[src/qtp_pkg.sv]
// Package for the quad-tree 4D box pruner: quadrant masks, strategy and register codes,
// and the structs shared by the front, the queue users and the back.
// No dependencies.
package qtp_pkg;

   localparam int QUADRANTS = 16;
   localparam int QUAD_BITS = $clog2(QUADRANTS);
   localparam logic [QUAD_BITS-1:0] LAST_QUAD = QUAD_BITS'(QUADRANTS - 1);

   localparam logic [QUAD_BITS-1:0] QUAD_LOW_X  = 4'h8;
   localparam logic [QUAD_BITS-1:0] QUAD_HIGH_X = 4'h4;
   localparam logic [QUAD_BITS-1:0] QUAD_LOW_Y  = 4'h2;
   localparam logic [QUAD_BITS-1:0] QUAD_HIGH_Y = 4'h1;

   localparam int STRAT_BITS = 4;
   localparam logic [STRAT_BITS-1:0] STRAT_OVERLAP      = 4'd0;
   localparam logic [STRAT_BITS-1:0] STRAT_CONTAINED_BY = 4'd1;
   localparam logic [STRAT_BITS-1:0] STRAT_CONTAINS     = 4'd2;
   localparam logic [STRAT_BITS-1:0] STRAT_SAME         = 4'd3;
   localparam logic [STRAT_BITS-1:0] STRAT_LEFT         = 4'd4;
   localparam logic [STRAT_BITS-1:0] STRAT_OVERLEFT     = 4'd5;
   localparam logic [STRAT_BITS-1:0] STRAT_RIGHT        = 4'd6;
   localparam logic [STRAT_BITS-1:0] STRAT_OVERRIGHT    = 4'd7;
   localparam logic [STRAT_BITS-1:0] STRAT_BEFORE       = 4'd8;
   localparam logic [STRAT_BITS-1:0] STRAT_OVERBEFORE   = 4'd9;
   localparam logic [STRAT_BITS-1:0] STRAT_AFTER        = 4'd10;
   localparam logic [STRAT_BITS-1:0] STRAT_OVERAFTER    = 4'd11;

   localparam int CSR_INDEX_BITS = 3;
   localparam logic [CSR_INDEX_BITS-1:0] CSR_STRATEGY     = 3'd0;
   localparam logic [CSR_INDEX_BITS-1:0] CSR_QUERY_LOW_X  = 3'd1;
   localparam logic [CSR_INDEX_BITS-1:0] CSR_QUERY_HIGH_X = 3'd2;
   localparam logic [CSR_INDEX_BITS-1:0] CSR_QUERY_LOW_Y  = 3'd3;
   localparam logic [CSR_INDEX_BITS-1:0] CSR_QUERY_HIGH_Y = 3'd4;

   // Comparisons of a lower-corner coordinate against the query.
   typedef struct packed {
      logic le_qh;
      logic le_ql;
      logic lt_ql;
   } low_flags_type;

   // Comparisons of an upper-corner coordinate against the query.
   typedef struct packed {
      logic ge_ql;
      logic ge_qh;
      logic gt_qh;
   } high_flags_type;

   typedef struct packed {
      low_flags_type  p_lx;
      low_flags_type  c_lx;
      low_flags_type  p_ly;
      low_flags_type  c_ly;
      high_flags_type p_hx;
      high_flags_type c_hx;
      high_flags_type p_hy;
      high_flags_type c_hy;
   } node_flags_type;

   typedef struct packed {
      logic [STRAT_BITS-1:0] strategy;
      logic                  x_absent;
      logic                  y_absent;
   } prune_ctrl_type;

endpackage

[src/qtp_front.sv]
// Front stage of the pruner: accepts a node item, narrows its coordinates and
// classifies each candidate bound against the query box. Depends on qtp_pkg.
module qtp_front import qtp_pkg::*; #(
   parameter int COORD_BITS = 64,
   localparam int NODE_BITS = 12 * COORD_BITS + $bits(node_flags_type)
) (
   input  logic                         clock,
   input  logic                         reset,
   input  logic                         req_valid,
   output logic                         req_ready,
   input  logic signed [63:0]           req_parent_left_low_x,
   input  logic signed [63:0]           req_parent_left_high_x,
   input  logic signed [63:0]           req_parent_left_low_y,
   input  logic signed [63:0]           req_parent_left_high_y,
   input  logic signed [63:0]           req_parent_right_low_x,
   input  logic signed [63:0]           req_parent_right_high_x,
   input  logic signed [63:0]           req_parent_right_low_y,
   input  logic signed [63:0]           req_parent_right_high_y,
   input  logic signed [63:0]           req_center_low_x,
   input  logic signed [63:0]           req_center_high_x,
   input  logic signed [63:0]           req_center_low_y,
   input  logic signed [63:0]           req_center_high_y,
   input  logic signed [COORD_BITS-1:0] q_low_x,
   input  logic signed [COORD_BITS-1:0] q_high_x,
   input  logic signed [COORD_BITS-1:0] q_low_y,
   input  logic signed [COORD_BITS-1:0] q_high_y,
   output logic                         push_valid,
   input  logic                         push_ready,
   output logic [NODE_BITS-1:0]         push_data
);

   typedef logic signed [COORD_BITS-1:0] coord_type;

   typedef struct packed {
      logic [7:0][COORD_BITS-1:0] parent;
      logic [3:0][COORD_BITS-1:0] center;
      node_flags_type             flags;
   } node_type;

   coord_type p [8];
   coord_type c [4];
   node_type  node_in, node_ff;
   logic      in_valid_in, in_valid_ff;
   logic      accept;

   assign p[0] = coord_type'(req_parent_left_low_x[COORD_BITS-1:0]);
   assign p[1] = coord_type'(req_parent_left_high_x[COORD_BITS-1:0]);
   assign p[2] = coord_type'(req_parent_left_low_y[COORD_BITS-1:0]);
   assign p[3] = coord_type'(req_parent_left_high_y[COORD_BITS-1:0]);
   assign p[4] = coord_type'(req_parent_right_low_x[COORD_BITS-1:0]);
   assign p[5] = coord_type'(req_parent_right_high_x[COORD_BITS-1:0]);
   assign p[6] = coord_type'(req_parent_right_low_y[COORD_BITS-1:0]);
   assign p[7] = coord_type'(req_parent_right_high_y[COORD_BITS-1:0]);
   assign c[0] = coord_type'(req_center_low_x[COORD_BITS-1:0]);
   assign c[1] = coord_type'(req_center_high_x[COORD_BITS-1:0]);
   assign c[2] = coord_type'(req_center_low_y[COORD_BITS-1:0]);
   assign c[3] = coord_type'(req_center_high_y[COORD_BITS-1:0]);

   always_comb begin
      for (int i = 0; i < 8; i++) begin
         node_in.parent[i] = p[i];
      end
      for (int i = 0; i < 4; i++) begin
         node_in.center[i] = c[i];
      end
      node_in.flags.p_lx.le_qh = p[0] <= q_high_x;
      node_in.flags.p_lx.le_ql = p[0] <= q_low_x;
      node_in.flags.p_lx.lt_ql = p[0] <  q_low_x;
      node_in.flags.c_lx.le_qh = c[0] <= q_high_x;
      node_in.flags.c_lx.le_ql = c[0] <= q_low_x;
      node_in.flags.c_lx.lt_ql = c[0] <  q_low_x;
      node_in.flags.p_ly.le_qh = p[2] <= q_high_y;
      node_in.flags.p_ly.le_ql = p[2] <= q_low_y;
      node_in.flags.p_ly.lt_ql = p[2] <  q_low_y;
      node_in.flags.c_ly.le_qh = c[2] <= q_high_y;
      node_in.flags.c_ly.le_ql = c[2] <= q_low_y;
      node_in.flags.c_ly.lt_ql = c[2] <  q_low_y;
      node_in.flags.p_hx.ge_ql = p[5] >= q_low_x;
      node_in.flags.p_hx.ge_qh = p[5] >= q_high_x;
      node_in.flags.p_hx.gt_qh = p[5] >  q_high_x;
      node_in.flags.c_hx.ge_ql = c[1] >= q_low_x;
      node_in.flags.c_hx.ge_qh = c[1] >= q_high_x;
      node_in.flags.c_hx.gt_qh = c[1] >  q_high_x;
      node_in.flags.p_hy.ge_ql = p[7] >= q_low_y;
      node_in.flags.p_hy.ge_qh = p[7] >= q_high_y;
      node_in.flags.p_hy.gt_qh = p[7] >  q_high_y;
      node_in.flags.c_hy.ge_ql = c[3] >= q_low_y;
      node_in.flags.c_hy.ge_qh = c[3] >= q_high_y;
      node_in.flags.c_hy.gt_qh = c[3] >  q_high_y;
   end

   assign req_ready  = !in_valid_ff || push_ready;
   assign accept     = req_valid && req_ready;
   assign push_valid = in_valid_ff;
   assign push_data  = node_ff;

   always_comb begin
      if (accept) begin
         in_valid_in = 1'b1;
      end else if (push_ready) begin
         in_valid_in = 1'b0;
      end else begin
         in_valid_in = in_valid_ff;
      end
   end

   always_ff @(posedge clock) begin
      if (reset) begin
         in_valid_ff <= 1'b0;
      end else begin
         in_valid_ff <= in_valid_in;
      end
   end

   always_ff @(posedge clock) begin
      if (accept) begin
         node_ff <= node_in;
      end
   end

endmodule

[src/qtp_queue.sv]
// Short node queue between the front and back stages of the pruner.
// Depends on no package.
module qtp_queue #(
   parameter int WIDTH = 8,
   parameter int DEPTH = 2
) (
   input  logic             clock,
   input  logic             reset,
   input  logic             push_valid,
   output logic             push_ready,
   input  logic [WIDTH-1:0] push_data,
   output logic             pop_valid,
   input  logic             pop_ready,
   output logic [WIDTH-1:0] pop_data
);

   localparam int PTR_BITS   = (DEPTH > 1) ? $clog2(DEPTH) : 1;
   localparam int COUNT_BITS = $clog2(DEPTH + 1);
   localparam logic [PTR_BITS-1:0]   LAST_PTR   = PTR_BITS'(DEPTH - 1);
   localparam logic [COUNT_BITS-1:0] FULL_COUNT = COUNT_BITS'(DEPTH);

   logic [WIDTH-1:0]      entry_ff [DEPTH];
   logic [PTR_BITS-1:0]   wr_ptr_in, wr_ptr_ff, rd_ptr_in, rd_ptr_ff;
   logic [COUNT_BITS-1:0] count_in, count_ff;
   logic                  push, pop;

   assign push_ready = count_ff != FULL_COUNT;
   assign pop_valid  = count_ff != '0;
   assign pop_data   = entry_ff[rd_ptr_ff];
   assign push       = push_valid && push_ready;
   assign pop        = pop_valid && pop_ready;

   always_comb begin
      wr_ptr_in = wr_ptr_ff;
      rd_ptr_in = rd_ptr_ff;
      count_in  = count_ff;
      if (push) begin
         wr_ptr_in = (wr_ptr_ff == LAST_PTR) ? '0 : wr_ptr_ff + 1'b1;
      end
      if (pop) begin
         rd_ptr_in = (rd_ptr_ff == LAST_PTR) ? '0 : rd_ptr_ff + 1'b1;
      end
      if (push && !pop) begin
         count_in = count_ff + 1'b1;
      end else if (pop && !push) begin
         count_in = count_ff - 1'b1;
      end
   end

   always_ff @(posedge clock) begin
      if (reset) begin
         wr_ptr_ff <= '0;
         rd_ptr_ff <= '0;
         count_ff  <= '0;
      end else begin
         wr_ptr_ff <= wr_ptr_in;
         rd_ptr_ff <= rd_ptr_in;
         count_ff  <= count_in;
      end
   end

   always_ff @(posedge clock) begin
      if (push) begin
         entry_ff[wr_ptr_ff] <= push_data;
      end
   end

   a_count_bounded: assert property (@(posedge clock) disable iff (reset)
      count_ff <= FULL_COUNT)
      else $error("queue count exceeds its depth");

endmodule

[src/qtp_back.sv]
// Back stage of the pruner: walks the sixteen quadrants of the node at the queue
// head, one per cycle unless rsp_ready stalls it, into the result register. Depends on qtp_pkg.
module qtp_back import qtp_pkg::*; #(
   parameter int COORD_BITS = 64,
   localparam int NODE_BITS = 12 * COORD_BITS + $bits(node_flags_type)
) (
   input  logic                  clock,
   input  logic                  reset,
   input  prune_ctrl_type        ctrl,
   input  logic                  head_valid,
   output logic                  head_pop,
   input  logic [NODE_BITS-1:0]  head_data,
   output logic                  rsp_valid,
   input  logic                  rsp_ready,
   output logic [3:0]            rsp_quadrant_index,
   output logic                  rsp_visit,
   output logic signed [63:0]    rsp_child_left_low_x,
   output logic signed [63:0]    rsp_child_left_high_x,
   output logic signed [63:0]    rsp_child_left_low_y,
   output logic signed [63:0]    rsp_child_left_high_y,
   output logic signed [63:0]    rsp_child_right_low_x,
   output logic signed [63:0]    rsp_child_right_high_x,
   output logic signed [63:0]    rsp_child_right_low_y,
   output logic signed [63:0]    rsp_child_right_high_y,
   output logic                  rsp_final_quadrant
);

   typedef logic signed [COORD_BITS-1:0] coord_type;

   typedef struct packed {
      logic [7:0][COORD_BITS-1:0] parent;
      logic [3:0][COORD_BITS-1:0] center;
      node_flags_type             flags;
   } node_type;

   node_type                   head;
   logic [QUAD_BITS-1:0]       cnt_in, cnt_ff;
   logic                       advance;
   logic                       bit_lx, bit_hx, bit_ly, bit_hy;
   low_flags_type              lo_x, lo_y;
   high_flags_type             hi_x, hi_y;
   logic                       visit;
   logic [7:0][COORD_BITS-1:0] child;
   logic                       rsp_valid_in, rsp_valid_ff;
   logic [QUAD_BITS-1:0]       rsp_quad_ff;
   logic                       rsp_visit_ff, rsp_final_ff;
   logic [7:0][COORD_BITS-1:0] child_ff;

   assign head     = head_data;
   assign advance  = head_valid && (!rsp_valid_ff || rsp_ready);
   assign head_pop = advance && (cnt_ff == LAST_QUAD);
   assign cnt_in   = advance ? ((cnt_ff == LAST_QUAD) ? '0 : cnt_ff + 1'b1) : cnt_ff;

   assign bit_lx = (cnt_ff & QUAD_LOW_X) != '0;
   assign bit_hx = (cnt_ff & QUAD_HIGH_X) != '0;
   assign bit_ly = (cnt_ff & QUAD_LOW_Y) != '0;
   assign bit_hy = (cnt_ff & QUAD_HIGH_Y) != '0;

   always_comb begin
      child    = head.parent;
      if (bit_lx) begin
         child[0] = head.center[0];
      end else begin
         child[1] = head.center[0];
      end
      if (bit_hx) begin
         child[4] = head.center[1];
      end else begin
         child[5] = head.center[1];
      end
      if (bit_ly) begin
         child[2] = head.center[2];
      end else begin
         child[3] = head.center[2];
      end
      if (bit_hy) begin
         child[6] = head.center[3];
      end else begin
         child[7] = head.center[3];
      end
   end

   assign lo_x = bit_lx ? head.flags.c_lx : head.flags.p_lx;
   assign hi_x = bit_hx ? head.flags.p_hx : head.flags.c_hx;
   assign lo_y = bit_ly ? head.flags.c_ly : head.flags.p_ly;
   assign hi_y = bit_hy ? head.flags.p_hy : head.flags.c_hy;

   always_comb begin
      case (ctrl.strategy)
         STRAT_OVERLAP, STRAT_CONTAINED_BY: begin
            visit = (ctrl.x_absent || (lo_x.le_qh && hi_x.ge_ql)) &&
                    (ctrl.y_absent || (lo_y.le_qh && hi_y.ge_ql));
         end
         STRAT_CONTAINS, STRAT_SAME: begin
            visit = (ctrl.x_absent || (hi_x.ge_qh && lo_x.le_ql)) &&
                    (ctrl.y_absent || (hi_y.ge_qh && lo_y.le_ql));
         end
         STRAT_LEFT:       visit = lo_x.lt_ql;
         STRAT_OVERLEFT:   visit = lo_x.le_qh;
         STRAT_RIGHT:      visit = hi_x.gt_qh;
         STRAT_OVERRIGHT:  visit = hi_x.ge_ql;
         STRAT_BEFORE:     visit = lo_y.lt_ql;
         STRAT_OVERBEFORE: visit = lo_y.le_qh;
         STRAT_AFTER:      visit = hi_y.gt_qh;
         STRAT_OVERAFTER:  visit = hi_y.ge_ql;
         default:          visit = 1'b1;
      endcase
   end

   always_comb begin
      if (advance) begin
         rsp_valid_in = 1'b1;
      end else if (rsp_ready) begin
         rsp_valid_in = 1'b0;
      end else begin
         rsp_valid_in = rsp_valid_ff;
      end
   end

   always_ff @(posedge clock) begin
      if (reset) begin
         cnt_ff       <= '0;
         rsp_valid_ff <= 1'b0;
      end else begin
         cnt_ff       <= cnt_in;
         rsp_valid_ff <= rsp_valid_in;
      end
   end

   always_ff @(posedge clock) begin
      if (advance) begin
         rsp_quad_ff  <= cnt_ff;
         rsp_visit_ff <= visit;
         rsp_final_ff <= cnt_ff == LAST_QUAD;
         child_ff     <= child;
      end
   end

   assign rsp_valid              = rsp_valid_ff;
   assign rsp_quadrant_index     = rsp_quad_ff;
   assign rsp_visit              = rsp_visit_ff;
   assign rsp_final_quadrant     = rsp_final_ff;
   assign rsp_child_left_low_x   = 64'(coord_type'(child_ff[0]));
   assign rsp_child_left_high_x  = 64'(coord_type'(child_ff[1]));
   assign rsp_child_left_low_y   = 64'(coord_type'(child_ff[2]));
   assign rsp_child_left_high_y  = 64'(coord_type'(child_ff[3]));
   assign rsp_child_right_low_x  = 64'(coord_type'(child_ff[4]));
   assign rsp_child_right_high_x = 64'(coord_type'(child_ff[5]));
   assign rsp_child_right_low_y  = 64'(coord_type'(child_ff[6]));
   assign rsp_child_right_high_y = 64'(coord_type'(child_ff[7]));

   a_node_held: assert property (@(posedge clock) disable iff (reset)
      (cnt_ff != '0) |-> head_valid)
      else $error("node left the queue before all quadrants were sent");

   a_quad_sequence: assert property (@(posedge clock) disable iff (reset)
      (rsp_valid_ff && advance) |=> (rsp_quad_ff == $past(rsp_quad_ff) + 1'b1))
      else $error("quadrant results out of order");

   a_final_matches: assert property (@(posedge clock) disable iff (reset)
      rsp_valid_ff |-> (rsp_final_ff == (rsp_quad_ff == LAST_QUAD)))
      else $error("final flag does not match the quadrant index");

endmodule

[src/quad_tree_4d_box_pruner_core.sv]
// Takes one inner node per item and returns sixteen items, one per quadrant in order
// 0 to 15, each with the narrowed child bounds and a visit flag from the query test
// under the configured strategy. Results leave at one per cycle while rsp_ready is
// high; a node holds the back stage for all sixteen, set by its quadrant counter and
// single result register. A node passes the front register, queue entry and result
// register. A front stage and a short queue take in following nodes while results
// stall. Configuration is to be written by the user only while idle; the block does
// not enforce it. Top level; depends on qtp_pkg, qtp_front, qtp_queue and qtp_back.
module quad_tree_4d_box_pruner_core import qtp_pkg::*; #(
   parameter int COORD_BITS  = 64,
   parameter int QUEUE_DEPTH = 2
) (
   input  logic                      clock,
   input  logic                      reset,
   input  logic                      req_valid,
   output logic                      req_ready,
   input  logic signed [63:0]        req_parent_left_low_x,
   input  logic signed [63:0]        req_parent_left_high_x,
   input  logic signed [63:0]        req_parent_left_low_y,
   input  logic signed [63:0]        req_parent_left_high_y,
   input  logic signed [63:0]        req_parent_right_low_x,
   input  logic signed [63:0]        req_parent_right_high_x,
   input  logic signed [63:0]        req_parent_right_low_y,
   input  logic signed [63:0]        req_parent_right_high_y,
   input  logic signed [63:0]        req_center_low_x,
   input  logic signed [63:0]        req_center_high_x,
   input  logic signed [63:0]        req_center_low_y,
   input  logic signed [63:0]        req_center_high_y,
   output logic                      rsp_valid,
   input  logic                      rsp_ready,
   output logic [3:0]                rsp_quadrant_index,
   output logic                      rsp_visit,
   output logic signed [63:0]        rsp_child_left_low_x,
   output logic signed [63:0]        rsp_child_left_high_x,
   output logic signed [63:0]        rsp_child_left_low_y,
   output logic signed [63:0]        rsp_child_left_high_y,
   output logic signed [63:0]        rsp_child_right_low_x,
   output logic signed [63:0]        rsp_child_right_high_x,
   output logic signed [63:0]        rsp_child_right_low_y,
   output logic signed [63:0]        rsp_child_right_high_y,
   output logic                      rsp_final_quadrant,
   input  logic                      csr_valid,
   output logic                      csr_ready,
   input  logic [CSR_INDEX_BITS-1:0] csr_index,
   input  logic [63:0]               csr_data
);

   localparam int NODE_BITS = 12 * COORD_BITS + $bits(node_flags_type);

   typedef logic signed [COORD_BITS-1:0] coord_type;

   localparam coord_type PLUS_INF = {1'b0, {(COORD_BITS - 1){1'b1}}};

   logic [STRAT_BITS-1:0] strategy_in, strategy_ff;
   coord_type             q_low_x_in, q_low_x_ff, q_high_x_in, q_high_x_ff;
   coord_type             q_low_y_in, q_low_y_ff, q_high_y_in, q_high_y_ff;
   prune_ctrl_type        ctrl;
   logic                  push_valid, push_ready, head_valid, head_pop;
   logic [NODE_BITS-1:0]  push_data, head_data;

   assign csr_ready = 1'b1;

   always_comb begin
      strategy_in = strategy_ff;
      q_low_x_in  = q_low_x_ff;
      q_high_x_in = q_high_x_ff;
      q_low_y_in  = q_low_y_ff;
      q_high_y_in = q_high_y_ff;
      if (csr_valid) begin
         case (csr_index)
            CSR_STRATEGY:     strategy_in = csr_data[STRAT_BITS-1:0];
            CSR_QUERY_LOW_X:  q_low_x_in  = coord_type'(csr_data[COORD_BITS-1:0]);
            CSR_QUERY_HIGH_X: q_high_x_in = coord_type'(csr_data[COORD_BITS-1:0]);
            CSR_QUERY_LOW_Y:  q_low_y_in  = coord_type'(csr_data[COORD_BITS-1:0]);
            CSR_QUERY_HIGH_Y: q_high_y_in = coord_type'(csr_data[COORD_BITS-1:0]);
            default: begin
            end
         endcase
      end
   end

   always_ff @(posedge clock) begin
      if (reset) begin
         strategy_ff <= '0;
         q_low_x_ff  <= '0;
         q_high_x_ff <= '0;
         q_low_y_ff  <= '0;
         q_high_y_ff <= '0;
      end else begin
         strategy_ff <= strategy_in;
         q_low_x_ff  <= q_low_x_in;
         q_high_x_ff <= q_high_x_in;
         q_low_y_ff  <= q_low_y_in;
         q_high_y_ff <= q_high_y_in;
      end
   end

   assign ctrl.strategy = strategy_ff;
   assign ctrl.x_absent = q_high_x_ff == PLUS_INF;
   assign ctrl.y_absent = q_high_y_ff == PLUS_INF;

   qtp_front #(
      .COORD_BITS(COORD_BITS)
   ) u_front (
      .clock                   (clock),
      .reset                   (reset),
      .req_valid               (req_valid),
      .req_ready               (req_ready),
      .req_parent_left_low_x   (req_parent_left_low_x),
      .req_parent_left_high_x  (req_parent_left_high_x),
      .req_parent_left_low_y   (req_parent_left_low_y),
      .req_parent_left_high_y  (req_parent_left_high_y),
      .req_parent_right_low_x  (req_parent_right_low_x),
      .req_parent_right_high_x (req_parent_right_high_x),
      .req_parent_right_low_y  (req_parent_right_low_y),
      .req_parent_right_high_y (req_parent_right_high_y),
      .req_center_low_x        (req_center_low_x),
      .req_center_high_x       (req_center_high_x),
      .req_center_low_y        (req_center_low_y),
      .req_center_high_y       (req_center_high_y),
      .q_low_x                 (q_low_x_ff),
      .q_high_x                (q_high_x_ff),
      .q_low_y                 (q_low_y_ff),
      .q_high_y                (q_high_y_ff),
      .push_valid              (push_valid),
      .push_ready              (push_ready),
      .push_data               (push_data)
   );

   qtp_queue #(
      .WIDTH(NODE_BITS),
      .DEPTH(QUEUE_DEPTH)
   ) u_queue (
      .clock      (clock),
      .reset      (reset),
      .push_valid (push_valid),
      .push_ready (push_ready),
      .push_data  (push_data),
      .pop_valid  (head_valid),
      .pop_ready  (head_pop),
      .pop_data   (head_data)
   );

   qtp_back #(
      .COORD_BITS(COORD_BITS)
   ) u_back (
      .clock                  (clock),
      .reset                  (reset),
      .ctrl                   (ctrl),
      .head_valid             (head_valid),
      .head_pop               (head_pop),
      .head_data              (head_data),
      .rsp_valid              (rsp_valid),
      .rsp_ready              (rsp_ready),
      .rsp_quadrant_index     (rsp_quadrant_index),
      .rsp_visit              (rsp_visit),
      .rsp_child_left_low_x   (rsp_child_left_low_x),
      .rsp_child_left_high_x  (rsp_child_left_high_x),
      .rsp_child_left_low_y   (rsp_child_left_low_y),
      .rsp_child_left_high_y  (rsp_child_left_high_y),
      .rsp_child_right_low_x  (rsp_child_right_low_x),
      .rsp_child_right_high_x (rsp_child_right_high_x),
      .rsp_child_right_low_y  (rsp_child_right_low_y),
      .rsp_child_right_high_y (rsp_child_right_high_y),
      .rsp_final_quadrant     (rsp_final_quadrant)
   );

endmodule
[config.mk]
export PLATFORM = sky130hd
export DESIGN_NAME = quad_tree_4d_box_pruner_core
export DESIGN_NICKNAME = d
export VERILOG_FILES = /design/src/qtp_pkg.sv /design/src/qtp_front.sv /design/src/qtp_queue.sv /design/src/qtp_back.sv /design/src/quad_tree_4d_box_pruner_core.sv
export SDC_FILE = /design/constraint.sdc
export NUM_CORES = 2
export LEC_CHECK = 0
export BUFFER_PORTS_ARGS = -buffer_cell sky130_fd_sc_hd__buf_2
export CORE_ASPECT_RATIO = 1.4
export CORE_UTILIZATION = 30
export CTS_CLUSTER_SIZE = 30
export DETAILED_ROUTE_END_ITERATION = 8
export HOLD_SLACK_MARGIN = 0.03
export PLACE_DENSITY = 0.59
export SYNTH_ARGS = -nofsm -noshare
export SYNTH_HDL_FRONTEND = slang
export SYNTH_HIERARCHICAL = 1
export SYNTH_SLANG_ARGS = --single-unit
[constraint.sdc]
create_clock -name clock -period 22.9 [get_ports clock]
set_clock_uncertainty 0.15 [all_clocks]
set_input_delay 4.58 -clock clock [delete_from_list [all_inputs] [get_ports clock]]
set_output_delay 4.58 -clock clock [all_outputs]
set_load 0.01 [all_outputs]
## After elaboration in Yosys (flattened, before gate mapping)

Memory sizes are Yosys's and may differ from the RTL's. A register that Yosys moved wholly into a read port is not among the register bits.
Cells that the tools add are included.

| storage, ports and cells | value |
|---|---|
| bits in registers | 1580 |
| memory bits (writable) | 1584 |
| input bits | 840 |
| logic and storage cells | 169 |
| memories kept | 1 |

Memories:

| memory | words | width | rd ports | clocked after memory_dff | write ports | RTL line | text |
|---|---|---|---|---|---|---|---|
| u_queue.entry_ff | 2 | 792 | 1 | 1 | 1 | qtp_queue.sv:22 | `logic [WIDTH-1:0] entry_ff [DEPTH];` |

| cells by class | value |
|---|---|
| $add $sub $neg | 5 |
| order comparisons | 24 |
| equal/unequal tests | 19 |
| muxes and demuxes | 26 |
| reduce and logical (&&, ||, !) cells | 36 |

Operators by type and width:

| kind | number |
|---|---|
| greater-or-equal comparator 64 bit | 8 |
| less-or-equal comparator 64 bit | 8 |
| two-way mux 64 bit | 8 |
| > comparator 64 bit | 4 |
| less-than comparator 64 bit | 4 |
| == test 64 bit (second input constant) | 2 |
| == test 4 bit (second input constant) | 5 |
| == test 4 x 3 -> 1 bit (second input constant) | 4 |
| logical AND 1 bit | 13 |
| two-way mux 3 bit | 4 |
| two-way mux 1 bit | 10 |
| case mux 1 bit (10 select lines) | 1 |
| AND reduction 2 bit | 5 |
| == test 4 x 2 -> 1 bit (second input constant) | 2 |
| nonzero test 2 bit | 4 |
| == test 3 x 2 -> 1 bit (second input constant) | 2 |
| logical OR 1 bit | 6 |
| adder 4 x 1 -> 4 bit (second input constant) | 1 |
| == test 4 x 1 -> 1 bit (second input constant) | 1 |
| logical NOT 1 bit | 4 |
| logical NOT 4 bit | 1 |
| two-way mux 2 bit | 2 |
| two-way mux 4 bit | 1 |
| OR reduction 2 bit | 2 |
| other kinds (7) | 8 |

## Depth between registers and ports, before layout

| depth | value |
|---|---|
| depth in word-level cells | 8 |
| mapped depth | 9 |
| depth with buffers taken out | 9 |

## Cells and area by module

The synthesis kept the hierarchy.

By module, submodules not included:

| module | times used | cells each | area each (sq um) | seq. area each (sq um) |
|---|---|---|---|---|
| qtp_queue | 1 | 2488 | 57691.6 | 47665.7 |
| qtp_front | 1 | 3729 | 47021.3 | 23802.8 |
| qtp_back | 1 | 1148 | 22099.9 | 15655.0 |
| quad_tree_4d_box_pruner_core | 1 | 1174 | 10229.8 | 5205.0 |

## Worst setup path before layout

OpenSTA, ideal clock, no wires.

| path | value |
|---|---|
| path kind | input port to flip-flop |
| from | input port req_valid |
| to | register u_front.node_ff, in the netlist u_front/push_data[0], enable pin |
| arrival time | 22.312 ns |
| data required time | 21.482 ns |
| setup slack | -0.830 ns |
| cell stages on the path | 1 |
| path buffers | 0 |
| path through | and2_1 |

| between the ends | value |
|---|---|
| word-level cells in the longest chain between the ends | 1 |

RTL lines:

| what | RTL line | text |
|---|---|---|
| start: declaration | quad_tree_4d_box_pruner_core.sv:15 | `input logic req_valid,` |
| logical AND 1 bit | qtp_front.sv:93 | `assign accept = req_valid && req_ready;` |
| end signal: assignment | qtp_front.sv:117 | `node_ff <= node_in;` |
| end: declaration | qtp_front.sv:42 | `node_type node_in, node_ff;` |

No other way between the ends.
A chain may end at the register's enable or synchronous reset.

## Final worst setup path

| path | value |
|---|---|
| from | input port req_valid |
| to | register u_front.node_ff, in the netlist u_front/push_data[514], enable pin |

| between the ends | value |
|---|---|
| word-level cells in the longest chain between the ends | 1 |

RTL lines:

| what | RTL line | text |
|---|---|---|
| logical AND 1 bit | qtp_front.sv:93 |  |
| via u_front.accept | qtp_front.sv:44 | `logic accept;` |

The timed path passes the listed nets, and every way through them passes these cells.

==> impl_metrics.toml <==
[hold_path]
hp-class = "reg -> reg"

[setup_path]
arrival_ps = 9070
critical_path.endpoint_type = "flip-flop"
cp_common_cell = "buf_4"
cp_cell_sequence = "buf_2, and2_4, buf_4, buf_4, buf_4, buf_4, buf_4"
critPathSlowestCell = "buf_4"
slowest_delay_ps = 790
crit_type = "in -> reg"
crit_family = "buffers and inverters"
startpoint_type = "primary input"
required_ps = 23300
cp.buffers_inverters = 6
crit_fanout = 61

[sta]
period_share_pct = 37.9
hold_violations = 0
rsz0062_at_grt = "no"
setup_viol = 0
relSlewSlack_pct = 8.76
worst_slew_pin_slew_ps = 1360
fin_crit_ps = 8670
slew_viol_final = 0
max_freq_mhz = 115
totalNegativeSetupSlack_ps = 0

[synthesis]
yosysTopAreaCell = "edfxtp_1"
ys.flop_type = "edfxtp_1"
ys_seq_area_share_pct = 67.4
yosysWarnings = 6
syn_area_mm2 = 0.137
yosys-top-cells-area = "edfxtp_1 63%, mux2_2 11%, ha_1 9.4%, dfxtp_1 4.0%, nand2_1 2.0%"
ys_async_sr_fraction_pct = 0
synthCells = 8539
synth_cell_types = 81
synth_top_area_share_pct = 63.4
ys_ff_latch = 3165
synth_enable_flop_cells = 2894
synth_nets = 10405
syn_area_per_cell_um2 = 16.0

[placed_design]
place_congestion = 0.883
hpwl_mm = 367
port_buffers = 1359
placed_area_mm2 = 0.150

[pwr]
clkPwrFrac_pct = 40.3
leakage_nw = 55.9
comb_power_share_pct = 9.0
internal-power_w = 0.0102
vdd.ir_drop.worst_uv = 85.8
p_sw_share_pct = 24.9
power_frac_seq_pct = 50.7
power_density_mw_per_mm2 = 83.7
p_switching_w = 0.00337

[clock_tree]
insertion_delay_ps = 1000
cts_resized = 0
cts_max_level = 5
clk_path_buf_depth = 4
cts_setup_buffers = 0
root_buffer = "clkbuf_16"
cts_sinks = 3165
clk_pin_slew_ps = 60
cts_inserted_buffers = 326
hold_buffers = 0
cts_tree = "done"

[final_layout]
fin_nets = 11955
area_growth_pct = 17.9
drive_gt1_share_pct = 33.8
finalInstanceArea_mm2 = 0.162
regMostFlops = "u_queue/entry_ff"
fill_cells = 43473
multiInputGateArea_mm2 = 0.0417
largest_register_ff_count = 1584
ff_latch_area_mm2 = 0.0923

[job]
maxCapViolations = 0

[grt]
grt_pass1_vias = 79834
grt_antenna_before_repair = 200
grtUsageTotal_pct = 20.4
overflow = 0
grt.busiest_layer = "met2"
grt_use_met2_pct = 32.7
grt_max_degree = 137
grt_pass1_wl_mm = 649
use_met3_pct = 3.93
grtUsageMet1_pct = 27.2

[die]
dieArea_mm2 = 0.460
start_util_pct = 30.1
die_y_um = 802
io_pins = 1361
die_x_um = 573
num_rows = 293
core-area_mm2 = 0.455

[detailed_routing]
viasPerCell = 4.92
first_pass_iters = 9
remaining_drc_errors = 311
drt_iter0_drc = 6940
vias = 81191
antenna_left = 0
routedWlPerCell_um = 29.4
wl_mm = 484

[run_status]
status = "finished, violations left"
violations = "design-rule violations"
per-layer routing:
metal / up-vias / routed length (µm) / share of wire [%]
met5: - / 535 / 0.11
met4: 80 / 17500 / 3.6
met3: 718 / 32600 / 6.7
met2: 2988 / 224000 / 46
met1: 41026 / 210000 / 43
li1: 36379 / - / -
synth_stat cells (all sizes together), types with 51 or more instances:
library cell  instances
ha                 1026
a211oi               51
inv                 309
a21o                 82
mux2               1318
dfxtp               271
nor4                 68
buf                 211
o21ai               107
edfxtp             2894
nand4               262
nand2               739
a21oi               673
nand3               148
kinds of logic after synthesis:
kind of cell / share of synthesized area, %
muxes: 11.0
xor gates and xnor gates: 0.0511
and+or+nand+nor: 4.94
adders and majority gates: 9.37
other: 0.00274
buffers and inverters: 2.28
DFF: 67.4
AOI/OAI and AO/OA: 4.99
power groups by stage:
stage	clock network (W)	registers, W	logic, W
CTS	0.00559	0.00685	0.00124
floorplan	0	0.00713	0.000545
global route	0.00578	0.00688	0.00132
finish	0.00545	0.00685	0.00122
detailed placement	0	0.00697	0.00123
global placement	0	0.00696	0.00123
final timing paths:
path / start / slack (ps) / cells after the start / to
max reg2reg: u_queue/count_ff[0]$_SDFFE_PP0P_ / 17060 / 8 / u_front/push_data[514]$_DFFE_PP_
max: req_valid / 14230 / 7 / u_front/push_data[514]$_DFFE_PP_
min reg2reg: u_front/push_data[453]$_DFFE_PP_ / 220 / 0 / u_queue/entry_ff[0][453]$_DFFE_PP_
min: u_front/push_data[453]$_DFFE_PP_ / 220 / 0 / u_queue/entry_ff[0][453]$_DFFE_PP_
through the flow:
| stage | utilization (%) | std cells | worst slack (ps) | hold WS (ps) | power (W) |
|---|---|---|---|---|---|
| global route | 35.5 | 16438 | 14090 | 235 | 0.0140 |
| CTS | 35.5 | 16404 | 14250 | 220 | 0.0137 |
| detailed placement | 33.1 | 15808 | 13210 | 279 | 0.00821 |
| finish | 35.5 | 16486 | 14230 | 221 | 0.0135 |
| global placement | 33.1 | 15808 | 13270 | 271 | 0.00819 |
| floorplan | - | 8539 | 2940 | 256 | 0.00767 |
cells in the final DEF, fill, tap and decap left out, drive strengths merged, types with 37 or more instances in the layout:
cell type and instances:
dfxtp 271, nor4 68, mux2 1318, a21oi 673, nor3 37, a211oi 51
edfxtp 2894, clkinv 138, o21ai 107, nor2 46, nand4 262, inv 324
clkbuf 396, nand3 148, diode 82, buf 1456, ha 1026, nand2 739
a21o 82
area by class of cell:
cell class / count / area share, %
Multi-Input combinational cell: 4831 / 25.8
Tap cell: 6047 / 4.68
Antenna cell: 82 / 0.127
Inverter: 309 / 0.727
Timing Repair Buffer: 1456 / 4.74
Clock buffer: 396 / 5.23
Clock inverter: 200 / 1.50
Sequential cell: 3165 / 57.2
(Power assumes the default switching activity.)
